<file path="src/sv/ifs_pkg.sv">
// ----------------------------------------------------------------------------
// ifs_pkg
// Types, register indexes, reset values and the stuffing function.
// ----------------------------------------------------------------------------
`timescale 1ns / 1ps

package ifs_pkg;

	localparam int unsigned NUM_REGS  = 7;
	localparam int unsigned IDX_W     = 3;
	localparam int unsigned NUM_SLOTS = 9;

	typedef enum logic [IDX_W-1:0] {
		REG_FLAG      = 3'd0,
		REG_ESCAPE    = 3'd1,
		REG_FLAG_SUB  = 3'd2,
		REG_ESC_SUB   = 3'd3,
		REG_ADDRESS   = 3'd4,
		REG_CTRL_ZERO = 3'd5,
		REG_CTRL_ONE  = 3'd6
	} reg_idx_t;

	localparam logic [7:0] RST_FLAG      = 8'd126;
	localparam logic [7:0] RST_ESCAPE    = 8'd125;
	localparam logic [7:0] RST_FLAG_SUB  = 8'd94;
	localparam logic [7:0] RST_ESC_SUB   = 8'd93;
	localparam logic [7:0] RST_ADDRESS   = 8'd3;
	localparam logic [7:0] RST_CTRL_ZERO = 8'd0;
	localparam logic [7:0] RST_CTRL_ONE  = 8'd64;

	localparam logic OP_PAYLOAD = 1'b0;
	localparam logic OP_ACK     = 1'b1;

	// byte slots of one request, in transmit order
	localparam int unsigned SLOT_OPEN  = 0;
	localparam int unsigned SLOT_ADDR  = 1;
	localparam int unsigned SLOT_CTRL  = 2;
	localparam int unsigned SLOT_HCHK  = 3;
	localparam int unsigned SLOT_DAT0  = 4;
	localparam int unsigned SLOT_DAT1  = 5;
	localparam int unsigned SLOT_CHK0  = 6;
	localparam int unsigned SLOT_CHK1  = 7;
	localparam int unsigned SLOT_CLOSE = 8;

	typedef struct packed {
		logic [7:0] flag;
		logic [7:0] escape;
		logic [7:0] flag_sub;
		logic [7:0] esc_sub;
		logic [7:0] address;
		logic [7:0] ctrl_zero;
		logic [7:0] ctrl_one;
	} cfg_t;

	typedef struct packed {
		logic [NUM_SLOTS-1:0]      mask;
		logic [NUM_SLOTS-1:0][7:0] bytes;
	} run_t;

	typedef struct packed {
		logic       dbl;
		logic [7:0] b0;
		logic [7:0] b1;
	} stuff_t;

	// flag takes precedence where flag and escape coincide
	function automatic stuff_t stuff(input logic [7:0] b, input cfg_t c);
		stuff_t s;
		s.dbl = 1'b0;
		s.b0  = b;
		s.b1  = c.esc_sub;
		if (b == c.flag) begin
			s.dbl = 1'b1;
			s.b0  = c.escape;
			s.b1  = c.flag_sub;
		end else if (b == c.escape) begin
			s.dbl = 1'b1;
			s.b0  = c.escape;
			s.b1  = c.esc_sub;
		end
		return s;
	endfunction

endpackage

</file>
<file path="src/sv/ifs_if.sv">
// ----------------------------------------------------------------------------
// ifs_item_if / ifs_result_if
// Valid/ready channels for input requests and framed output bytes.
// ----------------------------------------------------------------------------
`timescale 1ns / 1ps

interface ifs_item_if;
	logic       valid;
	logic       ready;
	logic       operation;
	logic [7:0] data_byte;
	logic       frame_last;
	logic       ack_number;

	modport source (output valid, operation, data_byte, frame_last, ack_number,
		input ready);
	modport sink (input valid, operation, data_byte, frame_last, ack_number,
		output ready);
endinterface

interface ifs_result_if;
	logic       valid;
	logic       ready;
	logic [7:0] out_byte;
	logic       run_last;
	logic       frame_end;

	modport source (output valid, out_byte, run_last, frame_end, input ready);
	modport sink (input valid, out_byte, run_last, frame_end, output ready);
endinterface

</file>
<file path="src/sv/ifs_build.sv">
// ----------------------------------------------------------------------------
// ifs_build
// Register file, frame state and per-request byte run construction.
// ----------------------------------------------------------------------------
`timescale 1ns / 1ps

module ifs_build (
	input  logic                      clk,
	input  logic                      arst_n,
	input  logic                      wr_en,
	input  logic [ifs_pkg::IDX_W-1:0] wr_index,
	input  logic [7:0]                wr_data,
	input  logic                      accept,
	input  logic                      operation,
	input  logic [7:0]                data_byte,
	input  logic                      frame_last,
	input  logic                      ack_number,
	output ifs_pkg::run_t             run
);

	ifs_pkg::cfg_t   cfg_q;
	logic            seq_q;
	logic            in_frame_q;
	logic [7:0]      check_q;
	logic [7:0]      ctrl;
	logic [7:0]      check_nxt;
	ifs_pkg::stuff_t sd;
	ifs_pkg::stuff_t sc;

	always_ff @(posedge clk or negedge arst_n) begin
		if (!arst_n) begin
			cfg_q.flag      <= ifs_pkg::RST_FLAG;
			cfg_q.escape    <= ifs_pkg::RST_ESCAPE;
			cfg_q.flag_sub  <= ifs_pkg::RST_FLAG_SUB;
			cfg_q.esc_sub   <= ifs_pkg::RST_ESC_SUB;
			cfg_q.address   <= ifs_pkg::RST_ADDRESS;
			cfg_q.ctrl_zero <= ifs_pkg::RST_CTRL_ZERO;
			cfg_q.ctrl_one  <= ifs_pkg::RST_CTRL_ONE;
		end else if (wr_en) begin
			case (ifs_pkg::reg_idx_t'(wr_index))
				ifs_pkg::REG_FLAG:      cfg_q.flag      <= wr_data;
				ifs_pkg::REG_ESCAPE:    cfg_q.escape    <= wr_data;
				ifs_pkg::REG_FLAG_SUB:  cfg_q.flag_sub  <= wr_data;
				ifs_pkg::REG_ESC_SUB:   cfg_q.esc_sub   <= wr_data;
				ifs_pkg::REG_ADDRESS:   cfg_q.address   <= wr_data;
				ifs_pkg::REG_CTRL_ZERO: cfg_q.ctrl_zero <= wr_data;
				ifs_pkg::REG_CTRL_ONE:  cfg_q.ctrl_one  <= wr_data;
				default: ;
			endcase
		end
	end

	assign ctrl      = seq_q ? cfg_q.ctrl_one : cfg_q.ctrl_zero;
	assign check_nxt = (in_frame_q ? check_q : 8'd0) ^ data_byte;
	assign sd        = ifs_pkg::stuff(data_byte, cfg_q);
	assign sc        = ifs_pkg::stuff(check_nxt, cfg_q);

	always_comb begin
		run.mask  = '0;
		run.bytes = '0;
		run.mask[ifs_pkg::SLOT_OPEN]   = !in_frame_q;
		run.mask[ifs_pkg::SLOT_ADDR]   = !in_frame_q;
		run.mask[ifs_pkg::SLOT_CTRL]   = !in_frame_q;
		run.mask[ifs_pkg::SLOT_HCHK]   = !in_frame_q;
		run.mask[ifs_pkg::SLOT_DAT0]   = 1'b1;
		run.mask[ifs_pkg::SLOT_DAT1]   = sd.dbl;
		run.mask[ifs_pkg::SLOT_CHK0]   = frame_last;
		run.mask[ifs_pkg::SLOT_CHK1]   = frame_last && sc.dbl;
		run.mask[ifs_pkg::SLOT_CLOSE]  = frame_last;
		run.bytes[ifs_pkg::SLOT_OPEN]  = cfg_q.flag;
		run.bytes[ifs_pkg::SLOT_ADDR]  = cfg_q.address;
		run.bytes[ifs_pkg::SLOT_CTRL]  = ctrl;
		run.bytes[ifs_pkg::SLOT_HCHK]  = cfg_q.address ^ ctrl;
		run.bytes[ifs_pkg::SLOT_DAT0]  = sd.b0;
		run.bytes[ifs_pkg::SLOT_DAT1]  = sd.b1;
		run.bytes[ifs_pkg::SLOT_CHK0]  = sc.b0;
		run.bytes[ifs_pkg::SLOT_CHK1]  = sc.b1;
		run.bytes[ifs_pkg::SLOT_CLOSE] = cfg_q.flag;
	end

	always_ff @(posedge clk or negedge arst_n) begin
		if (!arst_n) begin
			seq_q      <= 1'b0;
			in_frame_q <= 1'b0;
			check_q    <= 8'd0;
		end else if (accept) begin
			if (operation == ifs_pkg::OP_ACK) begin
				if (ack_number != seq_q) begin
					seq_q <= ~seq_q;
				end
			end else begin
				in_frame_q <= !frame_last;
				check_q    <= frame_last ? 8'd0 : check_nxt;
			end
		end
	end

endmodule

</file>
<file path="src/sv/ifs_ser.sv">
// ----------------------------------------------------------------------------
// ifs_ser
// Run register and output register; emits one byte per cycle while result.ready is high.
// ----------------------------------------------------------------------------
`timescale 1ns / 1ps

module ifs_ser (
	input  logic          clk,
	input  logic          arst_n,
	input  logic          load,
	input  ifs_pkg::run_t run,
	output logic          slot_free,
	ifs_result_if.source  result
);

	ifs_pkg::run_t                  run_q;
	logic                           run_v_q;
	logic                           out_v_q;
	logic [7:0]                     byte_q;
	logic                           last_q;
	logic                           end_q;
	logic [ifs_pkg::NUM_SLOTS-1:0]  pick;
	logic [ifs_pkg::NUM_SLOTS-1:0]  rest;
	logic [7:0]                     pick_byte;
	logic                           pop;

	// lowest pending slot goes next
	assign pick = run_q.mask & (~run_q.mask + 1'b1);
	assign rest = run_q.mask & ~pick;

	always_comb begin
		pick_byte = 8'd0;
		for (int i = 0; i < ifs_pkg::NUM_SLOTS; i++) begin
			pick_byte = pick_byte | (run_q.bytes[i] & {8{pick[i]}});
		end
	end

	assign pop       = run_v_q && (!out_v_q || result.ready);
	assign slot_free = !run_v_q || (pop && rest == '0);

	always_ff @(posedge clk or negedge arst_n) begin
		if (!arst_n) begin
			run_v_q <= 1'b0;
			out_v_q <= 1'b0;
		end else begin
			if (load) begin
				run_v_q <= 1'b1;
			end else if (pop) begin
				run_v_q <= rest != '0;
			end
			if (pop) begin
				out_v_q <= 1'b1;
			end else if (result.ready) begin
				out_v_q <= 1'b0;
			end
		end
	end

	always_ff @(posedge clk) begin
		if (load) begin
			run_q <= run;
		end else if (pop) begin
			run_q.mask <= rest;
		end
		if (pop) begin
			byte_q <= pick_byte;
			last_q <= rest == '0;
			end_q  <= pick[ifs_pkg::SLOT_CLOSE];
		end
	end

	assign result.valid     = out_v_q;
	assign result.out_byte  = byte_q;
	assign result.run_last  = last_q;
	assign result.frame_end = end_q;

endmodule

</file>
<file path="src/sv/info_frame_stuffing_framer_core.sv">
// ----------------------------------------------------------------------------
// info_frame_stuffing_framer_core: framed, byte-stuffed stream builder
// First byte of a request passes the run register, then the output register;
// one byte/cycle while result.ready is high. A payload request yields 1 to 9
// output bytes; an ack yields no byte.
// Async reset clears frame state, valids and restores register defaults.
// ----------------------------------------------------------------------------
`timescale 1ns / 1ps

module info_frame_stuffing_framer_core (
	input  logic                      clk,
	input  logic                      arst_n,
	input  logic                      wr_en,
	input  logic [ifs_pkg::IDX_W-1:0] wr_index,
	input  logic [7:0]                wr_data,
	ifs_item_if.sink                  item,
	ifs_result_if.source              result
);

	ifs_pkg::run_t run;
	logic          slot_free;
	logic          accept;
	logic          load;

	assign item.ready = slot_free;
	assign accept     = item.valid && slot_free;
	assign load       = accept && item.operation == ifs_pkg::OP_PAYLOAD;

	ifs_build u_build (
		.clk        (clk),
		.arst_n     (arst_n),
		.wr_en      (wr_en),
		.wr_index   (wr_index),
		.wr_data    (wr_data),
		.accept     (accept),
		.operation  (item.operation),
		.data_byte  (item.data_byte),
		.frame_last (item.frame_last),
		.ack_number (item.ack_number),
		.run        (run)
	);

	ifs_ser u_ser (
		.clk       (clk),
		.arst_n    (arst_n),
		.load      (load),
		.run       (run),
		.slot_free (slot_free),
		.result    (result)
	);

endmodule

</file>
<file path="src/flat_wrapper.sv">
// flat-port wrapper written by rule: the top's interface ports become plain ports
module info_frame_stuffing_framer_core_flat 
  (clk, arst_n, wr_en, wr_index, wr_data, item_valid, item_operation, item_data_byte, item_frame_last, item_ack_number, item_ready, result_valid, result_out_byte, result_run_last, result_frame_end, result_ready);
  ifs_item_if item_i ();
  ifs_result_if result_i ();
  input  logic clk;
  input  logic arst_n;
  input  logic wr_en;
  input  logic [ifs_pkg::IDX_W-1:0] wr_index;
  input  logic [7:0] wr_data;
  input wire logic [$bits(item_i.valid)-1:0] item_valid;
  input wire logic [$bits(item_i.operation)-1:0] item_operation;
  input wire logic [$bits(item_i.data_byte)-1:0] item_data_byte;
  input wire logic [$bits(item_i.frame_last)-1:0] item_frame_last;
  input wire logic [$bits(item_i.ack_number)-1:0] item_ack_number;
  output wire logic [$bits(item_i.ready)-1:0] item_ready;
  output wire logic [$bits(result_i.valid)-1:0] result_valid;
  output wire logic [$bits(result_i.out_byte)-1:0] result_out_byte;
  output wire logic [$bits(result_i.run_last)-1:0] result_run_last;
  output wire logic [$bits(result_i.frame_end)-1:0] result_frame_end;
  input wire logic [$bits(result_i.ready)-1:0] result_ready;
  assign item_i.valid = item_valid;
  assign item_i.operation = item_operation;
  assign item_i.data_byte = item_data_byte;
  assign item_i.frame_last = item_frame_last;
  assign item_i.ack_number = item_ack_number;
  assign item_ready = item_i.ready;
  assign result_valid = result_i.valid;
  assign result_out_byte = result_i.out_byte;
  assign result_run_last = result_i.run_last;
  assign result_frame_end = result_i.frame_end;
  assign result_i.ready = result_ready;
  info_frame_stuffing_framer_core u_core (.clk(clk), .arst_n(arst_n), .wr_en(wr_en), .wr_index(wr_index), .wr_data(wr_data), .item(item_i), .result(result_i));
endmodule
</file>
<file path="config.mk">
export PLATFORM = sky130hd
export DESIGN_NAME = info_frame_stuffing_framer_core_flat
export DESIGN_NICKNAME = d
export VERILOG_FILES = /design/src/sv/ifs_pkg.sv /design/src/sv/ifs_if.sv /design/src/sv/ifs_build.sv /design/src/sv/ifs_ser.sv /design/src/sv/info_frame_stuffing_framer_core.sv /design/src/flat_wrapper.sv
export SDC_FILE = /design/constraint.sdc
export NUM_CORES = 1
export LEC_CHECK = 0
export ABC_AREA = 1
export BUFFER_PORTS_ARGS = -buffer_cell sky130_fd_sc_hd__clkbuf_2
export CORE_UTILIZATION = 66
export CTS_BUF_LIST = sky130_fd_sc_hd__clkbuf_16
export CTS_CLUSTER_SIZE = 16
export DETAILED_ROUTE_END_ITERATION = 6
export PLACE_DENSITY_LB_ADDON = 0.15
export SYNTH_ARGS = -nofsm -noshare
export SYNTH_HDL_FRONTEND = slang
export SYNTH_SLANG_ARGS = --single-unit
</file>
<file path="constraint.sdc">
create_clock -name clk -period 7.6 [get_ports clk]
set_input_delay 1.14 -clock clk [delete_from_list [all_inputs] [get_ports clk]]
set_output_delay 1.14 -clock clk [all_outputs]
set_load 0.01 [all_outputs]
</file>
==> run_results.csv, run 1 <==
group,metric,value,unit
synthesis,yosys_warnings,0,
cells_and_area,area_growth,11.6,%
place,dp_worst_setup_slack,3.98,ns
worst_setup_path,cp_max_fo,17,
synthesis,ys_seq_area_frac,0.597,
sta,drv_slew,0,
sta,maxSlewHeadroom,0.344,
clock_network,ctsHoldBuffers,0,
sta,setup_ws,3.99,ns
worst_setup_path,arrival,2.47,ns
synthesis,synthMuxAreaShare,0,
synthesis,synth_fp_nets,778,
worst_setup_path,path_class,"input port to output port",
cells_and_area,fin_nets,809,
synthesis,syn_inst,751,
place,dpl.hpwl,11.4,mm
clock_network,h-tree-depth,4,
global_route,globalRouteTotalUtil,0.317,
clock_network,clockBufferDepth,2,
cells_and_area,multi_input_area,2440,um^2
sta,max_freq,277,MHz
route,ant_nets,0,
sta,timing.hold.ws,0.477,ns
worst_setup_path,endpoint_kind,"output port",
sta,layout_min_cycle_time,3.61,ns
clock_network,clk_pin_slew,0.06,ns
worst_setup_path,worstPathRequired,6.46,ns
outcome,outcome,"completed",
synthesis,synthAdderAreaFrac,0,
floorplanning,die-width,105,um
synthesis,yosysTopAreaCell,"edfxtp_1",
clock_network,clock-root-buffer,"clkbuf_16",
cells_and_area,diodes,0,
worst_setup_path,start_kind,"input port",
synthesis,ys_types,35,
global_route,gr-total-overflow,0,
power,irDropWorstVdd,167,uV
synthesis,synth_compound_area_frac,0.0919,
clock_network,post_cts_resized,0,
route,wire_per_inst,17.4,um
power,p_per_area,349,nW/um^2
sta,tns,0,ns
synthesis,synth_top_family_by_area,"simple AND/OR/NAND/NOR gates",
sta,fin_crit_sh,0.475,
synthesis,post-synth-top-area-fraction,0.349,
global_route,antenna_found_initial,0,
route,vias_per_cell,5.77,
job,drv_cap,0,
cells_and_area,seq_area,4220,um^2
clock_network,cts_num_sinks,151,
synthesis,yosys.area_share.simple,0.203,
route,drc_errors,0,
global_route,grt_max_degree,69,
floorplanning,start_util,0.681,
sta,clock_skew,0.00701,ns
sta,rsz0062_at_grt,"no",
floorplanning,die_y,105,um
sta,setup_viol,0,
power,p_leak,3.57,nW
global_route,grt_pass1_vias,5120,
synthesis,synth_area,7060,um^2
clock_network,cts_buffers,17,
floorplanning,core,10400,um^2
synthesis,synth_xor_area_frac,0.0507,
route,route.final.wire_length,16.2,mm
sta,hold_violations,0,
clock_network,cts_tree,"done",
cells_and_area,utilization,0.760,
worst_setup_path,rrSetupSlack,4.67,ns
floorplanning,placementRows,37,
global_route,grt_pass1_wl,26.0,mm
floorplanning,io_pins,39,
synthesis,syn_area_per_cell,9.40,um^2
route,num_vias,5376,
synthesis,synth_seq_cells,151,
place,io_buffers,38,
route,first_pass_iters,5,
worst_hold_path,hp-class,"flip-flop to flip-flop",
clock_network,post_cts_buffers,0,
clock_network,clk_latency,0.42,ns
cells_and_area,drive_gt1_frac,0.140,
place,place_congestion,0.933,
power,finalPower,0.00275,W
sta,tightest_slew,0.984,ns
floorplanning,fp.dieArea,11100,um^2
cells_and_area,n_fill_cell,716,
synthesis,yosys-top-cells-area,"edfxtp_1 35%, dfrtp_1 15%, nand2_1 13%, dfstp_2 9.3%, o21ai_0 6.6%",
route,drt-initial-drc-count,575,
per-stage QoR:
stage | cells | area, um^2
finish | 931 | 7880
global route | 931 | 7880
floorplan | 751 | 7060
global placement | 899 | 7290
CTS | 931 | 7880
detailed placement | 899 | 7290
report_power, final:
| group | switching (W) | internal, W |
|---|---|---|
| combinational | 0.000433 | 0.000219 |
| clock | 0.000324 | 0.000511 |
| sequential | 0.000142 | 0.00112 |
synthesized netlist by cell type:
cell	instances
nand2_4	1
or2_1	2
nor2_1	34
nand4_1	25
dfrtp_1	43
nor2_2	4
o21ai_2	1
a221oi_1	8
xor2_1	25
o21ai_1	5
nand3_4	1
nor3_1	1
dfstp_2	25
buf_2	10
xnor2_2	1
inv_1	68
a22o_1	3
edfxtp_1	82
nand3_1	12
nor2_4	1
nor4_1	1
nand3_2	1
o21ai_0	93
xnor2_1	14
clkbuf_1	14
or2_2	2
buf_6	3
nand2_2	4
o21bai_2	1
nand2_1	254
clkinv_1	2
a21oi_1	7
a22oi_1	1
dfxtp_1	1
buf_4	1
critical path, cell delays in order:
cell,delay (ns)
clkbuf_2,0.08
inv_1,0.04
nand2_1,0.06
nand2_1,0.14
clkinv_1,0.44
nand3_2,0.25
nand2_4,0.15
clkbuf_2,0.17
cells in the final DEF (no fill, tap or decap), drive strengths merged, types with 3 or more instances in the layout:
cell type  count
xnor2         15
nand2        259
dfrtp         43
or2            4
edfxtp        82
dfstp         25
a22o           3
clkbuf        55
nand4         25
nand3         14
clkinv         8
inv           72
bufinv         3
a21oi          7
xor2          25
nor2          39
a221oi         8
o21ai         99
state kept, by name, summed over array words and instances, names as in the netlist:
signal                         cells
u_core.u_build.cfg_q              40
u_core.u_build.check_q             8
u_core.u_build.in_frame_q          1
u_core.u_build.run                16
u_core.u_build.seq_q               1
u_core.u_ser.result.frame_end      1
u_core.u_ser.result.out_byte       8
u_core.u_ser.result.run_last       1
u_core.u_ser.result.valid          1
u_core.u_ser.run_q                73
u_core.u_ser.run_v_q               1
cell type report:
cell class	instances	share of cell area
Sequential cell	151	0.535
Tap cell	136	0.0216
Timing Repair Buffer	40	0.0260
Clock buffer	17	0.0540
Inverter	70	0.0333
Multi-Input combinational cell	502	0.310
Clock inverter	15	0.0205
metal layers:
| metal | vias up | GRT usage | wire, um |
|---|---|---|---|
| met1 | 2573 | 0.436 | 6890 |
| met3 | 41 | 0.0532 | 1070 |
| met2 | 223 | 0.495 | 7740 |
| met4 | 0 | 0.151 | 535 |
| li1 | 2539 | - | - |
| met5 | - | 0 | 0 |
logic make-up after synthesis:
group,count (synthesis)
AOI/OAI and AO/OA,119
xor gates and xnor gates,40
DFF,151
buffers and inverters,98
and+or+nand+nor,343
path summary, 6_finish.rpt:
| check | from | endpoint | cells after the start |
|---|---|---|---|
| setup / recovery | result_ready | item_ready | 8 |
| hold / removal | u_core.u_build.check_q[1] | u_core.u_build.check_q[1] | 2 |
| setup reg to reg | u_core.u_ser.run_q[72] | u_core.u_ser.run_q[56] | 10 |
| hold reg to reg | u_core.u_build.check_q[1] | u_core.u_build.check_q[1] | 2 |
| max in group asynchronous | arst_n | u_core.u_ser.run_v_q | 2 |
| min in group asynchronous | arst_n | u_core.u_build.cfg_q[37] | 2 |
Power figures use the tool's default switching activity.
==> run 2, diff against run 1 <==
- ABC_AREA: 1 -> 0
- CORE_UTILIZATION: 66 -> 61
- clock period: 7.6 -> 3.76 ns (I/O delays scaled with it)
==> run 2 against run 1 <==
  * Critical path depth fell by 3
  * Worst setup slack got worse by 3.3 ns
  * Non-clock buffer count is 8 higher
  * Sequential share of layout area decreased by 0.25 points
  * Largest power group unchanged
  * Critical path type is now flip-flop to output port
  * Global-route usage is 1.3 points lower
  * Worst hold slack worse by 0.20 ns
==> run_results.csv, run 2 <==
group,metric,value,unit
outcome,outcome,"completed",
power,switchingPower,0.00184,W
synthesis,yosysTopAreaCell,"edfxtp_1",
sta,maxSlewHeadroom,0.271,
global_route,grt_pass1_wl,25.3,mm
clock_network,h-tree-depth,4,
job,drv_cap,0,
power,p_seq_frac,0.460,
clock_network,clock-root-buffer,"clkbuf_16",
global_route,globalRouteTotalUtil,0.303,
clock_network,clk_latency,0.42,ns
route,drt-initial-drc-count,429,
synthesis,synth_fp_nets,544,
synthesis,synthTopCellsByCount,"85 x mux2_2, 82 x edfxtp_1, 43 x dfrtp_1",
synthesis,synthMuxAreaShare,0.143,
worst_setup_path,path_class,"flip-flop to output port",
cells_and_area,drive_gt1_frac,0.352,
worst_setup_path,r2r_start,"u_core.u_build.in_frame_q",
synthesis,ys_types,65,
worst_setup_path,cp_common_cell,"a21oi_1",
synthesis,yosys_warnings,0,
worst_setup_path,cp_max_fo,16,
clock_network,cts_num_sinks,151,
synthesis,synth_top_family_by_area,"multiplexers",
worst_setup_path,slowest_delay,0.63,ns
worst_setup_path,endpoint_kind,"output port",
worst_setup_path,path_delay_family,"compound AO/OA/AOI/OAI gates",
synthesis,synth_seq_cells,151,
route,drc_errors,0,
place,placed_area,7350,um^2
power,combPwrFrac,0.257,
place,place_congestion,0.871,
sta,drv_slew,0,
route,route.final.wire_length,16.4,mm
global_route,grt_pass1_vias,4455,
synthesis,async_reset_ff_frac,0.450,
route,wire_per_inst,23.2,um
place,dp_worst_setup_slack,0.938,ns
worst_setup_path,worstPathRequired,3.20,ns
floorplanning,start_util,0.639,
route,ant_nets,0,
synthesis,synth_compound_area_frac,0.0824,
sta,hold_violations,0,
route,first_pass_iters,5,
synthesis,syn_inst,517,
floorplanning,die_y,109,um
cells_and_area,final_area,7920,um^2
floorplanning,die-width,109,um
power,p_per_area,726,nW/um^2
synthesis,ys_seq_area_frac,0.598,
cells_and_area,diodes,0,
route,num_vias,4487,
worst_setup_path,cpMaxStageDelayCell,"or4_4",
clock_network,post_cts_buffers,0,
cells_and_area,top_register,"u_core.u_ser.run_q",
sta,setup_ws,0.645,ns
sta,fin_crit_sh,0.828,
sta,tns,0,ns
global_route,grt_max_degree,68,
place,io_buffers,38,
clock_network,cts_buffers,17,
synthesis,synth_area,7040,um^2
synthesis,synth_top_flop_cell,"edfxtp_1",
sta,timing.hold.ws,0.279,ns
synthesis,synthAdderAreaFrac,0.00142,
route,vias_per_cell,6.34,
cells_and_area,fin_nets,582,
synthesis,post-synth-top-area-fraction,0.350,
worst_setup_path,start_kind,"flip-flop",
synthesis,synth_edf_count,82,
global_route,gr-total-overflow,0,
sta,layout_min_cycle_time,3.11,ns
worst_setup_path,crit_buf_inv,1,
floorplanning,core,11000,um^2
cells_and_area,largest_reg_flops,73,
clock_network,post_cts_resized,0,
floorplanning,fp.dieArea,12000,um^2
power,irDropWorstVdd,559,uV
clock_network,ctsHoldBuffers,0,
synthesis,synth_xor_area_frac,0.0586,
synthesis,syn_area_per_cell,13.6,um^2
synthesis,synth.most_common_cell,"mux2_2",
synthesis,yosys.area_share.simple,0.0897,
worst_hold_path,hp-class,"input port to async pin",
floorplanning,placementRows,38,
place,dpl.hpwl,11.3,mm
cells_and_area,layout_common_cells,"85 x mux2_2, 82 x edfxtp_1, 43 x dfrtp_1",
clock_network,clk_pin_slew,0.06,ns
worst_setup_path,crit_chain,"or4_4 > a21oi_1 > a21oi_1 > o31ai_4 > clkbuf_2",
cells_and_area,area_growth,12.4,%
sta,rsz0062_at_grt,"no",
sta,setup_viol,0,
cells_and_area,utilization,0.718,
global_route,antenna_found_initial,0,
floorplanning,io_pins,39,
worst_setup_path,startpoint,"u_core.u_ser.run_q[73]",
clock_network,clockBufferDepth,2,
power,switching_share,0.320,
sta,max_freq,321,MHz
worst_setup_path,arrival,2.55,ns
clock_network,cts_tree,"done",
synthesis,yosys-top-cells-area,"edfxtp_1 35%, dfrtp_1 15%, mux2_2 14%, dfstp_2 9.3%, xor2_1 2.9%",
cells_and_area,layout_commonest_cell,"mux2_2",
power,pwr-share-clk,0.282,
power,p_leak,2.99,nW
sta,tightest_slew,1.09,ns
power,p_int,0.00391,W
sta,clock_skew,0.00894,ns
==> run 2: changes by cell type in the layout (fill, tap and decap cells not counted), sizes merged, moves of 15 or more <==
cell / change
a22oi: +15
nor2: -23
nand4: -16
inv: -60
mux2: +86
o21ai: -84
nand2: -217
==> run 2: kinds of logic (layout without fill, tap and decap cells) <==
| kind of cell | after synthesis | after routing |
|---|---|---|
| DFF | 151 | 151 |
| and+or+nand+nor | 116 | 116 |
| muxes | 90 | 90 |
| AOI/OAI and AO/OA | 75 | 75 |
| xor gates and xnor gates | 44 | 44 |
| buffers and inverters | 40 | 91 |
| adders and majority gates | 1 | 1 |
==> run 2: area by class of cell <==
| type | instances | area [um^2] |
|---|---|---|
| Clock inverter | 15 | 140 |
| Fill cell | 734 | 3110 |
| Multi-Input combinational cell | 326 | 2640 |
| Inverter | 11 | 41.3 |
| Clock buffer | 17 | 425 |
| Sequential cell | 151 | 4220 |
| Tap cell | 140 | 175 |
| Timing Repair Buffer | 48 | 278 |
==> run 2: stage by stage <==
step,instances,total power [W]
CTS,708,0.00575
global placement,676,0.00404
detailed placement,676,0.00412
floorplan,517,0.00365
global route,708,0.00601
finish,708,0.00575
==> run 2: power by group through the flow <==
stage               combinational, W  sequential (W)  clock (W)
floorplan                    0.00116         0.00249          0
global placement             0.00141         0.00263          0
detailed placement           0.00146         0.00266          0
CTS                          0.00147         0.00264    0.00164
global route                 0.00161         0.00269    0.00170
finish                       0.00148         0.00265    0.00162
==> run 2: worst paths after layout <==
check,cells after the start,end,slack (ns)
hold reg to reg,2,u_core.u_build.check_q[7],0.49
setup / recovery,5,item_ready,0.65
min in group clk,2,u_core.u_build.seq_q,0.35
max in group asynchronous,2,u_core.u_build.cfg_q[34],2.62
setup reg to reg,7,u_core.u_ser.run_q[54],0.91
hold / removal,1,u_core.u_build.in_frame_q,0.28
==> run 2: layer usage <==
layer,GRT usage,wire (um),vias to the layer above
li1,-,-,2019
met1,0.408,7090,2277
met2,0.467,7870,167
met3,0.0907,1110,24
met4,0.117,340,0
met5,0,0,-
